**src/hw/rtl/assert_macros.svh**
```systemverilog
// Assertion macros used by lamport_mutex_node_core.
// No dependencies.
`ifndef ASSERT_MACROS_SVH
`define ASSERT_MACROS_SVH

// property checked on every rising clock edge, skipped during reset
`define ASSERT_CLK(label, clk, rst, prop) \
   label: assert property (@(posedge clk) disable iff (rst) (prop)) \
      else $error("assertion failed: label");

// property checked on every rising clock edge, including reset
`define ASSERT_ALWAYS(label, clk, prop) \
   label: assert property (@(posedge clk) (prop)) else $error("assertion failed: label");

`endif

```
**src/hw/rtl/lmn_pkg.sv**
```systemverilog
// Types and constants for the Lamport mutual exclusion node.
// No dependencies.
`timescale 1ns / 1ps

package lmn_pkg;

   localparam int NODE_W = 4;

   typedef enum logic [2:0] {
      CMD_REQUEST   = 3'd0,
      CMD_ENTER     = 3'd1,
      CMD_RELEASE   = 3'd2,
      CMD_REMOTE    = 3'd3,
      CMD_TERMINATE = 3'd4
   } cmd_type;

   localparam logic [1:0] MSG_REQUEST = 2'd0;
   localparam logic [1:0] MSG_RELEASE = 2'd1;
   localparam logic [1:0] MSG_QUIT    = 2'd2;

   localparam logic [1:0] SEND_NONE      = 2'd0;
   localparam logic [1:0] SEND_REQUEST   = 2'd1;
   localparam logic [1:0] SEND_RELEASE   = 2'd2;
   localparam logic [1:0] SEND_TERMINATE = 2'd3;

   localparam logic [1:0] STAT_OK   = 2'd0;
   localparam logic [1:0] STAT_FULL = 2'd1;
   localparam logic [1:0] STAT_BAD  = 2'd2;

   localparam logic CSR_OWN_NODE   = 1'b0;
   localparam logic CSR_NODE_COUNT = 1'b1;

   typedef enum logic [1:0] {
      ST_IDLE,
      ST_REMOVE,
      ST_INSERT,
      ST_GRANT
   } state_type;

   // queue cell control
   typedef struct packed {
      logic rem;
      logic ins;
   } q_ctl_type;

   // peer cell control
   typedef struct packed {
      logic upd;
      logic deact;
   } p_ctl_type;

endpackage

```
**src/hw/rtl/lmn_pcell.sv**
```systemverilog
// Per-peer state: highest timestamp heard and active flag; grant term chains through.
// Depends on lmn_pkg.
`timescale 1ns / 1ps

module lmn_pcell #(
   parameter int IDX = 0,
   parameter int TW  = 32
) (
   input  logic                      clock,
   input  logic                      reset,
   input  lmn_pkg::p_ctl_type        ctl,
   input  logic [lmn_pkg::NODE_W-1:0] sender,
   input  logic [TW-1:0]             msg_time,
   input  logic [TW-1:0]             own_time,
   input  logic [lmn_pkg::NODE_W-1:0] own_node,
   input  logic [7:0]                nodes_used,
   input  logic                      ok_in,
   output logic                      ok_out
);
   logic [TW-1:0] high_ff, high_in;
   logic          act_ff, act_in;
   logic          sel, later, skip;

   assign sel = 8'(IDX) == {4'b0, sender};

   always_comb begin
      high_in = high_ff;
      act_in  = act_ff;
      if (sel && ctl.upd && msg_time > high_ff) high_in = msg_time;
      if (sel && ctl.deact) act_in = 1'b0;
   end

   always_ff @(posedge clock) begin
      if (reset) begin
         high_ff <= '0;
         act_ff  <= 1'b1;
      end else begin
         high_ff <= high_in;
         act_ff  <= act_in;
      end
   end

   assign skip  = (8'(IDX) >= nodes_used) || (8'(IDX) == {4'b0, own_node}) || !act_ff;
   assign later = (high_ff > own_time) ||
                  (high_ff == own_time && 8'(IDX) > {4'b0, own_node});
   assign ok_out = ok_in && (skip || later);
endmodule

```
**config.mk**
```make
export PLATFORM = sky130hd
export DESIGN_NAME = lmn_pcell
export DESIGN_NICKNAME = d
export VERILOG_FILES = /design/src/hw/rtl/assert_macros.svh /design/src/hw/rtl/lmn_pkg.sv /design/src/hw/rtl/lmn_pcell.sv
export SDC_FILE = /design/constraint.sdc
export NUM_CORES = 1
export LEC_CHECK = 0
export BUFFER_PORTS_ARGS = -buffer_cell sky130_fd_sc_hd__buf_4
export CORE_UTILIZATION = 54
export DETAILED_ROUTE_END_ITERATION = 8
export MAX_ROUTING_LAYER = met4
export PLACE_DENSITY = 0.93
export SETUP_SLACK_MARGIN = 0.1
export SLEW_MARGIN = 0
export SYNTH_ARGS = -nofsm -noshare
export SYNTH_HDL_FRONTEND = slang
export SYNTH_SLANG_ARGS = --single-unit
```
**constraint.sdc**
```tcl
create_clock -name clock -period 3.83 [get_ports clock]
set_input_delay 1.149 -clock clock [delete_from_list [all_inputs] [get_ports clock]]
set_output_delay 1.149 -clock clock [all_outputs]
set_load 0.03 [all_outputs]
```
==> metrics.cfg <==
[sta]
setup_slack_ns = -0.179
tightest_slew_ns = 0.634
setup_viol = 1
relSlewSlack_pct = 57.3
rsz0062_at_grt = yes
hold_violations = 0
period_share_pct = 105
max_freq_mhz = 249
final_max_slew_viol_count = 0
min_period_ns = 4.01
clock_skew_ns = 0.00568

[synth]
synth.most_common_cell = inv_1
ys_seq_elements = 33
syn_area_um2 = 3150
syn-num-nets = 519
synth_area_per_cell_um2 = 8.52
synth_ff_type = dfxtp_1
syn_inst = 370
synth_area_leader_cell = ha_1
synth_common_cells = inv_1, ha_1, nand2b_1
synth.top_cell.area_share_pct = 25.4
synthTopCellsByArea = ha_1, dfxtp_1, nand2b_1
synth_cell_types = 39
async_flop_share_pct = 0
synth_edf_count = 0
synth-warning-count = 0
synth_seq_area_share_pct = 21.0

[floorplanning]
dieArea_um2 = 6150
start_util_pct = 56.6
num_rows = 27
coreArea_um2 = 5570
die_x_um = 78.4
die_y_um = 78.4
ios = 86

[worst_setup_path]
rr_startpoint = high_ff[31]
cp_slowest_cell = or3_4
worstSetupPathType = in2out
crit_chain = buf_4 > inv_1 > ha_1 > nand4_1 > or2_4 > or3_4 > nand4b_1 > o211a_4 > buf_6
end_kind = output port
required_ns = 2.68
regToRegSetupSlack_ns = 1.32
r2r-end = high_ff[10]
arrival_ns = 2.86
worst_setup_path_start_kind = primary input
startpoint = own_time[26]
slowest_delay_ns = 0.35
crit_path_max_fanout = 2
reg2reg_depth = 8

[status]
status = finished with violations
violations = setup timing

[power]
power_density_nw_per_um2 = 204
ir_drop_mv = 0.142
p_leak_uw = 0.00212

[placement]
place_ws_ns = -0.242
gp_congestion = 0.817
place_inst = 522
portBuffers = 85
dp_hpwl_um = 6070

[route]
drt_iter0_drc = 134
via_per_inst = 5.49
firstDrtPassIters = 7
drcViolationCount = 0
vias = 2910
postRouteAntennaNets = 0
wl_per_cell_um = 14.7
totalWireLength_um = 7820

[clock_network]
postCtsHoldBufs = 0
cts.sinks = 33
clk_pin_slew_ns = 0.07
clk_path_buf_depth = 2
htree_levels = 2
cts_buffers = 5
clk_latency_ns = 0.29
cts_tree = done
root_buffer = clkbuf_8

[global_routing]
grt.total_usage_pct = 26.6
overflow = 0
grt_pass1_vias = 2935
antenna_found_initial = 0
grt_pass1_wl_um = 12500
grt_max_degree = 66

[layout]
layout.nets = 607
drive_above_1_share_pct = 26.2
finalNonFillerCells = 530
n_antenna_cell = 0
utilization_pct = 72.9
area_delta_synth_final_pct = 28.9

[flow_run]
cap_violations = 0

[worst_hold_path]
holdPathStages = 1
hold_start = act_ff
holdPathEnd = act_ff
hold_path_class = reg2reg

[flip-flops by register name (all words and copies together) (netlist names)]
| register | flops |
|---|---|
| high_ff | 32 |
| act_ff | 1 |
[what timing repair did]
item                                    4_1_cts  5_1_grt
pin swaps                                    13        6
buffers inserted                              1        0
endpoints found under the setup margin        1        1
gates cloned                                  0        0
gates resized for setup                      14        5
[layout by cell type (no fill, tap or decap), drive strengths merged, types with 2 or more instances in the layout]
cell and instances:
nor2 2, o21ai 6, a31oi 2, a221oi 2
a21o 13, inv 65, clkbuf 7, mux2i 32
buf 91, or3 3, nor4 6, o21a 4
nor2b 3, nand2 8, dfxtp 33, nand2b 64
nand4 15, nor3 2, ha 64, a21oi 22
[kinds of logic after synthesis]
logic type,count (synthesis),synth area share [%]
AO/OA/AOI/OAI,57,12.7
adder cells (fa/ha/maj),64,25.4
buffers and inverters,75,9.64
flip-flops,33,21.0
multiplexers,32,10.2
AND/OR/NAND/NOR,109,21.2
[worst max-delay path by stage]
stage,to,slack (ns),cells after the start
floorplan,ok_out,0.11,8
global placement,ok_out,-0.21,10
detailed placement,ok_out,-0.24,10
CTS,ok_out,-0.14,10
global route,ok_out,-0.25,9
finish,ok_out,-0.18,9
[metal layers]
layer / global-route usage (%) / part of all wire (%) / vias up / routed length, um
met5: - / 0 / - / 0
met2: 47.7 / 51 / 88 / 4020
met1: 28.2 / 40 / 1352 / 3140
met4: 12.0 / 3.7 / 0 / 292
li1: - / - / 1444 / -
met3: 5.12 / 4.7 / 26 / 365
[where the power goes]
part           internal (uW)  switching, uW
Combinational            118           90.9
Clock                    143            127
Sequential               347           3.37
[worst max-delay path: cells and delay by family]
kind,cells,cell delay [ns]
AO/OA/AOI/OAI,1,0.17
adder cells (fa/ha/maj),1,0.30
buffers and inverters,3,0.23
AND/OR/NAND/NOR,4,1.00
[through the flow]
| stage | hold WS (ns) | TNS (ns) | area [um^2] | power [uW] |
|---|---|---|---|---|
| 2_1_floorplan | 0.426 | 0 | 3160 | 456 |
| 3_3_place_gp | 0.442 | -0.215 | 3870 | 546 |
| 3_5_place_dp | 0.455 | -0.242 | 3870 | 556 |
| 4_1_cts | 0.472 | -0.136 | 4030 | 830 |
| 5_1_grt | 0.476 | -0.245 | 4070 | 872 |
| 6_report | 0.472 | -0.179 | 4070 | 829 |
[layout make-up]
cell class,count,area (um^2)
tap,72,90.1
inverter,65,246
fill,406,1510
timing repair buffer,91,694
multi-input combinational,262,2290
sequential,33,661
clock buffer,7,86.3
No activity file was read; power rests on OpenSTA's default activity.
