### config.mk
export PLATFORM = sky130hd
export DESIGN_NAME = lmn_qcell
export DESIGN_NICKNAME = d
export VERILOG_FILES = /design/src/hw/rtl/assert_macros.svh /design/src/hw/rtl/lmn_pkg.sv /design/src/hw/rtl/lmn_qcell.sv
export SDC_FILE = /design/constraint.sdc
export NUM_CORES = 1
export LEC_CHECK = 0
export BUFFER_PORTS_ARGS = -buffer_cell sky130_fd_sc_hd__buf_2
export CORE_ASPECT_RATIO = 0.9
export CORE_UTILIZATION = 49
export CTS_CLUSTER_DIAMETER = 50
export DETAILED_ROUTE_END_ITERATION = 8
export GPL_TIMING_DRIVEN = 0
export MAX_ROUTING_LAYER = met4
export PLACE_DENSITY = 0.87
export SLEW_MARGIN = 20
export SYNTH_ARGS = -nofsm -noshare
export SYNTH_HDL_FRONTEND = slang
export SYNTH_SLANG_ARGS = --single-unit
### constraint.sdc
create_clock -name clock -period 6.3 [get_ports clock]
set_input_delay 0.315 -clock clock [delete_from_list [all_inputs] [get_ports clock]]
set_output_delay 0.315 -clock clock [all_outputs]
set_load 0.005 [all_outputs]
### src/hw/rtl/assert_macros.svh
// Assertion macros used by lamport_mutex_node_core.
// No dependencies.
`ifndef ASSERT_MACROS_SVH
`define ASSERT_MACROS_SVH

// property checked on every rising clock edge, skipped during reset
`define ASSERT_CLK(label, clk, rst, prop) \
   label: assert property (@(posedge clk) disable iff (rst) (prop)) \
      else $error("assertion failed: label");

// property checked on every rising clock edge, including reset
`define ASSERT_ALWAYS(label, clk, prop) \
   label: assert property (@(posedge clk) (prop)) else $error("assertion failed: label");

`endif

### src/hw/rtl/lmn_pkg.sv
// Types and constants for the Lamport mutual exclusion node.
// No dependencies.
`timescale 1ns / 1ps

package lmn_pkg;

   localparam int NODE_W = 4;

   typedef enum logic [2:0] {
      CMD_REQUEST   = 3'd0,
      CMD_ENTER     = 3'd1,
      CMD_RELEASE   = 3'd2,
      CMD_REMOTE    = 3'd3,
      CMD_TERMINATE = 3'd4
   } cmd_type;

   localparam logic [1:0] MSG_REQUEST = 2'd0;
   localparam logic [1:0] MSG_RELEASE = 2'd1;
   localparam logic [1:0] MSG_QUIT    = 2'd2;

   localparam logic [1:0] SEND_NONE      = 2'd0;
   localparam logic [1:0] SEND_REQUEST   = 2'd1;
   localparam logic [1:0] SEND_RELEASE   = 2'd2;
   localparam logic [1:0] SEND_TERMINATE = 2'd3;

   localparam logic [1:0] STAT_OK   = 2'd0;
   localparam logic [1:0] STAT_FULL = 2'd1;
   localparam logic [1:0] STAT_BAD  = 2'd2;

   localparam logic CSR_OWN_NODE   = 1'b0;
   localparam logic CSR_NODE_COUNT = 1'b1;

   typedef enum logic [1:0] {
      ST_IDLE,
      ST_REMOVE,
      ST_INSERT,
      ST_GRANT
   } state_type;

   // queue cell control
   typedef struct packed {
      logic rem;
      logic ins;
   } q_ctl_type;

   // peer cell control
   typedef struct packed {
      logic upd;
      logic deact;
   } p_ctl_type;

endpackage

### src/hw/rtl/lmn_qcell.sv
// One slot of the sorted request queue; shifts with its neighbors.
// Depends on lmn_pkg.
`timescale 1ns / 1ps

module lmn_qcell #(
   parameter int IDX = 0,
   parameter int TW  = 32,
   parameter int CW  = 5
) (
   input  logic                      clock,
   input  lmn_pkg::q_ctl_type        ctl,
   input  logic [TW-1:0]             key_time,
   input  logic [lmn_pkg::NODE_W-1:0] key_node,
   input  logic [CW-1:0]             count,
   input  logic [TW-1:0]             prev_time,
   input  logic [lmn_pkg::NODE_W-1:0] prev_node,
   input  logic                      prev_less,
   input  logic                      prev_hit,
   input  logic [TW-1:0]             next_time,
   input  logic [lmn_pkg::NODE_W-1:0] next_node,
   output logic [TW-1:0]             ent_time,
   output logic [lmn_pkg::NODE_W-1:0] ent_node,
   output logic                      less,
   output logic                      hit
);
   logic [TW-1:0]              time_ff, time_in;
   logic [lmn_pkg::NODE_W-1:0] node_ff, node_in;
   logic                       valid;

   assign valid = CW'(IDX) < count;
   assign less  = valid && ((key_time != time_ff) ? (key_time < time_ff)
                                                  : (key_node < node_ff));
   assign hit   = prev_hit || (valid && node_ff == key_node);

   always_comb begin
      time_in = time_ff;
      node_in = node_ff;
      if (ctl.rem) begin
         if (hit) begin
            time_in = next_time;
            node_in = next_node;
         end
      end else if (ctl.ins) begin
         priority if (valid && !less) begin
            time_in = time_ff;
         end else if (prev_less) begin
            time_in = prev_time;
            node_in = prev_node;
         end else if (CW'(IDX) <= count) begin
            time_in = key_time;
            node_in = key_node;
         end
      end
   end

   always_ff @(posedge clock) begin
      time_ff <= time_in;
      node_ff <= node_in;
   end

   assign ent_time = time_ff;
   assign ent_node = node_ff;
endmodule

==> summary.md, run 1 <==
| Metric | Value |
|---|---|
| Power density over cell area | `~190 nW/um2` |
| Highest metal used | `met4` |
| Crit. End Element | `output pin` |
| DR vias/cell | `between 5 and 6` |
| Initial antenna violation count | `0` |
| Syn nets | `444` |
| Avg Inst Size Synth | `between 9 and 10 um2` |
| Synth Flop Type | `edfxtp_1` |
| First-pass GRT wire length | `between 10 and 15 mm` |
| First drt pass iteration count | `4` |
| Die area | `between 6000 and 7000 um2` |
| Total GRT Usage | `28.04%` |
| Worst EP arrival | `2530 ps` |
| Antenna Diode Count | `0` |
| WP data required | `approximately 6000 ps` |
| Area leader, netlist | `edfxtp_1` |
| Final setup vio count | `0` |
| HPWL Detailed | `~6.5 mm` |
| Standard-cell rows | `25` |
| Met1 Routed Length | `3.176 mm` |
| Setup tns final | `0 ps` |
| Worst Skew | `about 5.9 ps` |
| Clock transition at path regs | `roughly 80 ps` |
| Die height | `73.64 um` |
| Tmin final | `2843 ps` |
| Vias in the first global route | `2649` |
| Fin crit share | `45.13%` |
| Setup crit start kind | `register` |
| Area delta synth->final | `34.30%` |
| Slew HR | `between 60% and 70%` |
| Worst slew pin tran | `a little under 600 ps` |
| Post-synthesis cell area | `2794 um2` |
| Hold_ws | `roughly 310 ps` |
| Max Cap Viol | `0` |
| Post-DP Area | `roughly 3700 um2` |
| Share of post-route cells with drive strength above 1 | `37.53%` |
| P_leak | `a little under 2 nW` |
| GPL Wtd Cong | `roughly 0.8` |
| Post-DRT Antenna Nets | `0` |
| Synth top area cells | `edfxtp_1 (39%), ha_1 (16%), mux2i_1 (13%), o21ai_0 (7.3%), nand2_1 (5.5%)` |
| CTS tree | `yes` |
| Critical Path Max Stage Delay | `between 400 and 500 ps` |
| Unrepaired setup endpoints after global routing | `no` |
| Ys async rst share | `0%` |
| Outcome | `finished, final reports clean` |
| CTS root buffer | `clkbuf_8` |
| Register area share after synthesis | `38.69%` |
| Placed Cells | `between 500 and 600` |
| Post-CTS setup buffers | `0` |
| DRC | `0` |
| Vias | `~2800` |
| CP max FO | `3` |
| Post-synth EDFFs | `36` |
| Post-Syn Instances | `just under 300` |
| Final Hold Violating Endpoints | `0` |
| Pin count of the biggest net entering global routing | `31` |
| WL/cell | `15.34 um` |
| Post-CTS Resized | `0` |
| Met2 wire length | `approximately 4.2 mm` |
| Type of the tightest min-delay check | `in2reg` |
| Synth warnings | `0` |
| Top cells by count, synth | `nand2_1 (41), o21ai_0 (41)` |
| Final instance count without filler cells | `520` |
| Port Buffers | `~150` |
| Total grt overflow | `0` |
| Top-area cell type share of the netlist area | `between 30% and 40%` |
| Final net count | `just over 600` |
| Total power | `between 0.7 and 0.8 mW` |
| Initial Util | `51.93%` |
| WS Path Type | `reg2out` |
| Fmax | `351.7 MHz` |
| Die Span X | `about 82 um` |
| Initial DRC count | `around 170` |
| Htree depth | `2` |
| Hold buffer count at CTS | `0` |
| TritonCTS Buffers | `5` |
| Length of routed met3 wiring | `~470 um` |
| Netlist cell types | `31` |
| Clock Tree Buf Depth | `2` |
| DRT Wirelength | `between 7 and 8 mm` |
| Core area | `~5400 um2` |
| CP max stage cell | `nor4_1` |
| Worst-Skew Late Latency | `280 ps` |
| Register bit total from synthesis | `36` |
| Slew Viols, Final | `0` |
| I/O pin count | `156` |
| Design Area, Final | `roughly 3800 um2` |
| Critical-path cell list | `inv_1 -> ha_1 -> nand4_1 -> nor4_1 -> nor4b_1 -> or3_1 -> o221ai_2 -> and2b_1 -> buf_2` |
| Clock Sinks | `36` |
| Maximum vdd drop | `0.0001066 V` |
## flip-flops by register name, summed over array words and instances, names as in the netlist
name / cells
ent_time: 32
ent_node: 4
## power by group
group          internal [mW]  leakage [nW]  switching [mW]
Clock                 0.0752        0.0453          0.0843
Sequential             0.304         0.354          0.0141
Combinational          0.114          1.57           0.127
## layer usage
metal,track usage (%),vias to the layer above
li1,-,1370
met1,32.21,1309
met3,6.211,14
met4,7.407,0
met5,-,-
met2,49.17,108
## worst max-delay path, delay by kind of cell (launching register included)
| kind | cells | cell delay (ps) |
|---|---|---|
| simple gates | 5 | 1320 |
| fa+ha+maj | 1 | 310 |
| compound gates | 1 | 120 |
| buf+inv | 2 | 160 |
| flops | 1 | 340 |
## cells by family after synthesis
kind of cell,synth area share [%]
AOI/OAI and AO/OA,13.30
adders and majority gates,16.12
buffers and inverters,6.583
DFF,38.69
muxes,13.30
and+or+nand+nor,12.00
## stage by stage
stage	setup WS, ps	util [%]
after global routing	3261	69.74
final	3457	69.74
after detailed placement	3369	68.21
after CTS	3415	69.74
after global placement	2581	67.81
after floorplan	3156	-
## cell type report
class                   count  area [um2]
multi-input cells         206        1530
inverters                  36       135.1
plain buffers              12       48.80
flip-flops and latches     36        1081
well taps                  67       83.83
fillers                   469        1628
clock buffers               5       68.82
clock inverters             3       13.76
repair buffers            155       790.8
## path summary, 6_finish.rpt
check	slack [ps]	endpoint	depth (start not counted)	start
setup / recovery	3460	less	9	ent_time[14]
hold / removal	310	ent_time[4]	3	next_time[4]
setup reg to reg	3460	ent_time[15]	9	ent_time[14]
hold reg to reg	1450	ent_node[1]	5	ent_node[0]
## cell usage in the layout (no fill, tap or decap)
master,n
a2111oi_4,1
a211oi_1,2
a21o_1,2
a21oi_1,10
a221o_1,1
a41o_1,1
and2b_1,1
buf_12,1
buf_2,157
clkbuf_1,9
clkbuf_8,5
clkinv_1,1
clkinv_2,2
edfxtp_1,36
ha_1,36
inv_1,36
mux2_2,1
mux2i_1,36
nand2_1,41
nand2b_1,1
nand2b_4,1
nand3_1,4
nand4_1,9
nor2_1,6
nor2b_1,1
nor3_1,1
nor4_1,1
nor4b_1,1
o21a_1,1
o21ai_0,41
o21bai_1,1
o221ai_2,1
o31a_2,1
or3_1,1
or4_1,3
Note: power is estimated with default switching activity, not from simulation.
==> run 2: changes to the inputs <==
CORE_UTILIZATION = 45   (was 49)
PLACE_DENSITY = 0.81   (was 0.87)
clock period = 2.65 ns   (was 6.3 ns; I/O delays follow)
==> run 2 against run 1 <==
  * Largest cell class unchanged
  * Total power is 140% higher
  * Final cell count grew 0.58%
  * Count of clock-buffer cells in the layout is the same
  * Sequential cell count unchanged
  * Sequential share of layout area decreased by 0.85 points
  * First-iteration DRC count fell by 52%
  * Die area rose by 8.7%
  * Setup slack got worse by 3400 ps
==> summary.md, run 2 (synthesis gave the netlist of run 1 again) <==
| Metric | Value |
|---|---|
| Outcome | `finished, final reports clean (unchanged)` |
| WS Path Type | `reg2out (unchanged)` |
| Tmin final | `2597 ps` |
| FF+latch area | `1081 um2 (unchanged)` |
| Pin count of the biggest net entering global routing | `19 (was 31)` |
| Commonest cells after routing, fill and taps aside | `buf_2 (157), nand2_1 (41), o21ai_0 (41) (unchanged)` |
| Fillers | `476 (was 469)` |
| Slew Viols, Final | `0 (unchanged)` |
| First-pass GRT wire length | `12.67 mm (was 12.09 mm)` |
| Initial antenna violation count | `0 (unchanged)` |
| Max Cap Viol | `0 (unchanged)` |
| Initial Util | `47.98% (was 51.93%)` |
| DRT Wirelength | `8.019 mm (was 7.979 mm)` |
| Slew HR | `58.18% (was 60.75%)` |
| Total grt overflow | `0 (unchanged)` |
| Vias | `2759 (was 2801)` |
| TritonCTS Buffers | `5 (unchanged)` |
| Most common cell after layout, fill and taps aside | `buf_2 (unchanged)` |
| GPL Wtd Cong | `0.8897 (was 0.8242)` |
| HPWL Detailed | `6.254 mm (was 6.549 mm)` |
| Antenna Diode Count | `0 (unchanged)` |
| Share of post-route cells with drive strength above 1 | `39.96% (was 37.53%)` |
| Setup tns final | `0 ps (unchanged)` |
| Clock Tree Buf Depth | `2 (unchanged)` |
| Die Span X | `85.06 um (was 81.60 um)` |
| Critical-path cell list | `ha_4 -> nand2b_4 -> a2111oi_4 -> nor4b_4 -> or3_4 -> o221ai_4 -> and2b_1 -> buf_2 (was inv_1 -> ha_1 -> nand4_1 -> nor4_1 -> nor4b_1 -> or3_1 -> o221ai_2 -> and2b_1 -> buf_2)` |
| Power density over cell area | `442.1 nW/um2 (was 191.4 nW/um2)` |
| DRC | `0 (unchanged)` |
| Maximum vdd drop | `0.0002451 V (was 0.0001066 V)` |
| Worst slew pin tran | `627.2 ps (was 588.7 ps)` |
| CTS tree | `yes (unchanged)` |
| Standard-cell rows | `26 (was 25)` |
| Total GRT Usage | `25.37% (was 28.04%)` |
| Area delta synth->final | `38.38% (was 34.30%)` |
| Unrepaired setup endpoints after global routing | `yes (was no)` |
| Critical path's top delay family | `simple AND/OR/NAND/NOR gates (unchanged)` |
| CP Buf/Inv Count | `1 (was 2)` |
| Final net count | `609 (was 606)` |
| Initial DRC count | `84 (was 174)` |
| Multi-input gate area | `1652 um2 (was 1530 um2)` |
| Clock Sinks | `36 (unchanged)` |
| Design Area, Final | `3866 um2 (was 3752 um2)` |
| Hold buffer count at CTS | `0 (unchanged)` |
| CP max stage cell | `edfxtp_1 (was nor4_1)` |
| Met1 Routed Length | `3.507 mm (was 3.176 mm)` |
| I/O pin count | `156 (unchanged)` |
| Core area | `5823 um2 (was 5380 um2)` |
| Crit. End Element | `output pin (unchanged)` |
| Critical Path Max Stage Delay | `430 ps (was 420 ps)` |
| Clock transition at path regs | `70 ps (was 80 ps)` |
| Fmax | `roughly 390 MHz` |
| Vias in the first global route | `2762 (was 2649)` |
| Post-DP Area | `3661 um2 (was 3670 um2)` |
| Fin crit share | `a little over nine tenths` |
| Final Hold Violating Endpoints | `0 (unchanged)` |
| Setup crit start kind | `register (unchanged)` |
| Post-DRT Antenna Nets | `0 (unchanged)` |
| Util after Layout | `66.39% (was 69.74%)` |
| Type of the tightest min-delay check | `in2reg (unchanged)` |
| Hold_ws | `135.5 ps (was 307.0 ps)` |
| DR vias/cell | `5.275 (was 5.387)` |
| Final setup vio count | `0 (unchanged)` |
| Worst-Skew Late Latency | `280 ps (about the same)` |
| CTS root buffer | `clkbuf_8 (unchanged)` |
| P_leak | `1.972 nW (was 1.964 nW)` |
| Die area | `6528 um2 (was 6008 um2)` |
| Met2 wire length | `4.118 mm (was 4.222 mm)` |
| Worst EP arrival | `2460 ps (was 2530 ps)` |
| Largest register FFs | `32 (unchanged)` |
| First drt pass iteration count | `4 (unchanged)` |
| Die height | `76.75 um (was 73.64 um)` |
| CP max FO | `3 (unchanged)` |
| Length of routed met3 wiring | `343 um (was 469 um)` |
| WL/cell | `15.33 um (was 15.34 um)` |
| Htree depth | `2 (unchanged)` |
| Highest metal used | `met4 (unchanged)` |
| Port Buffers | `154 (unchanged)` |
| WP data required | `2520 ps (was 5980 ps)` |
| Worst Skew | `4.036 ps (was 5.870 ps)` |
## run 2: changes by cell type in the layout (fill, tap and decap cells not counted), sizes merged
| cell | delta |
|---|---|
| buf | +2 |
| clkinv | -3 |
| o31a | +1 |
## run 2: repair_timing
action                                  4_1_cts  5_1_grt
gates cloned                                  1        0
pin swaps                                     4        7
setup buffers                                 2        1
gates resized for setup                       6        7
endpoints found under the setup margin       37       37
## run 2: final timing paths
path | startpoint | end | slack [ps] | cells past startpoint
setup reg to reg | ent_time[0] | ent_time[22] | 70 | 7
hold reg to reg | ent_node[3] | ent_time[26] | 1500 | 6
hold / removal | next_time[8] | ent_time[8] | 140 | 3
setup / recovery | ent_time[0] | less | 50 | 8
## run 2: routing by layer
| layer | GRT usage, % | up-vias |
|---|---|---|
| met5 | - | - |
| met4 | 5.424 | 0 |
| met3 | 3.337 | 4 |
| met2 | 45.16 | 91 |
| met1 | 30.63 | 1291 |
| li1 | - | 1373 |
## run 2: cell type report
cell class,instances,area share (%)
plain buffers,12,1.262
clock buffers,5,1.780
inverters,36,3.495
multi-input cells,207,42.72
flip-flops and latches,36,27.96
well taps,70,2.265
repair buffers,157,20.52
## run 2: metrics by stage
stage	worst slack (ps)	std cells	power, mW
floorplan	140.8	290	1.070
global placement	-160.6	514	1.299
detailed placement	-240.3	514	1.325
CTS	4.694	522	1.700
global route	-60.72	523	1.822
finish	53.07	523	1.709
## run 2: worst reg2reg max path: cells and delay by family, from the launching register on
kind,cells,cell delay (ps)
DFF,1,430
adders and majority gates,1,240
AOI/OAI and AO/OA,3,960
and+or+nand+nor,3,630
## run 2: where the power goes
group | internal [mW] | total (mW) | switching [mW]
clock network | 0.170 | 0.351 | 0.182
logic | 0.285 | 0.601 | 0.316
registers | 0.722 | 0.757 | 0.0345
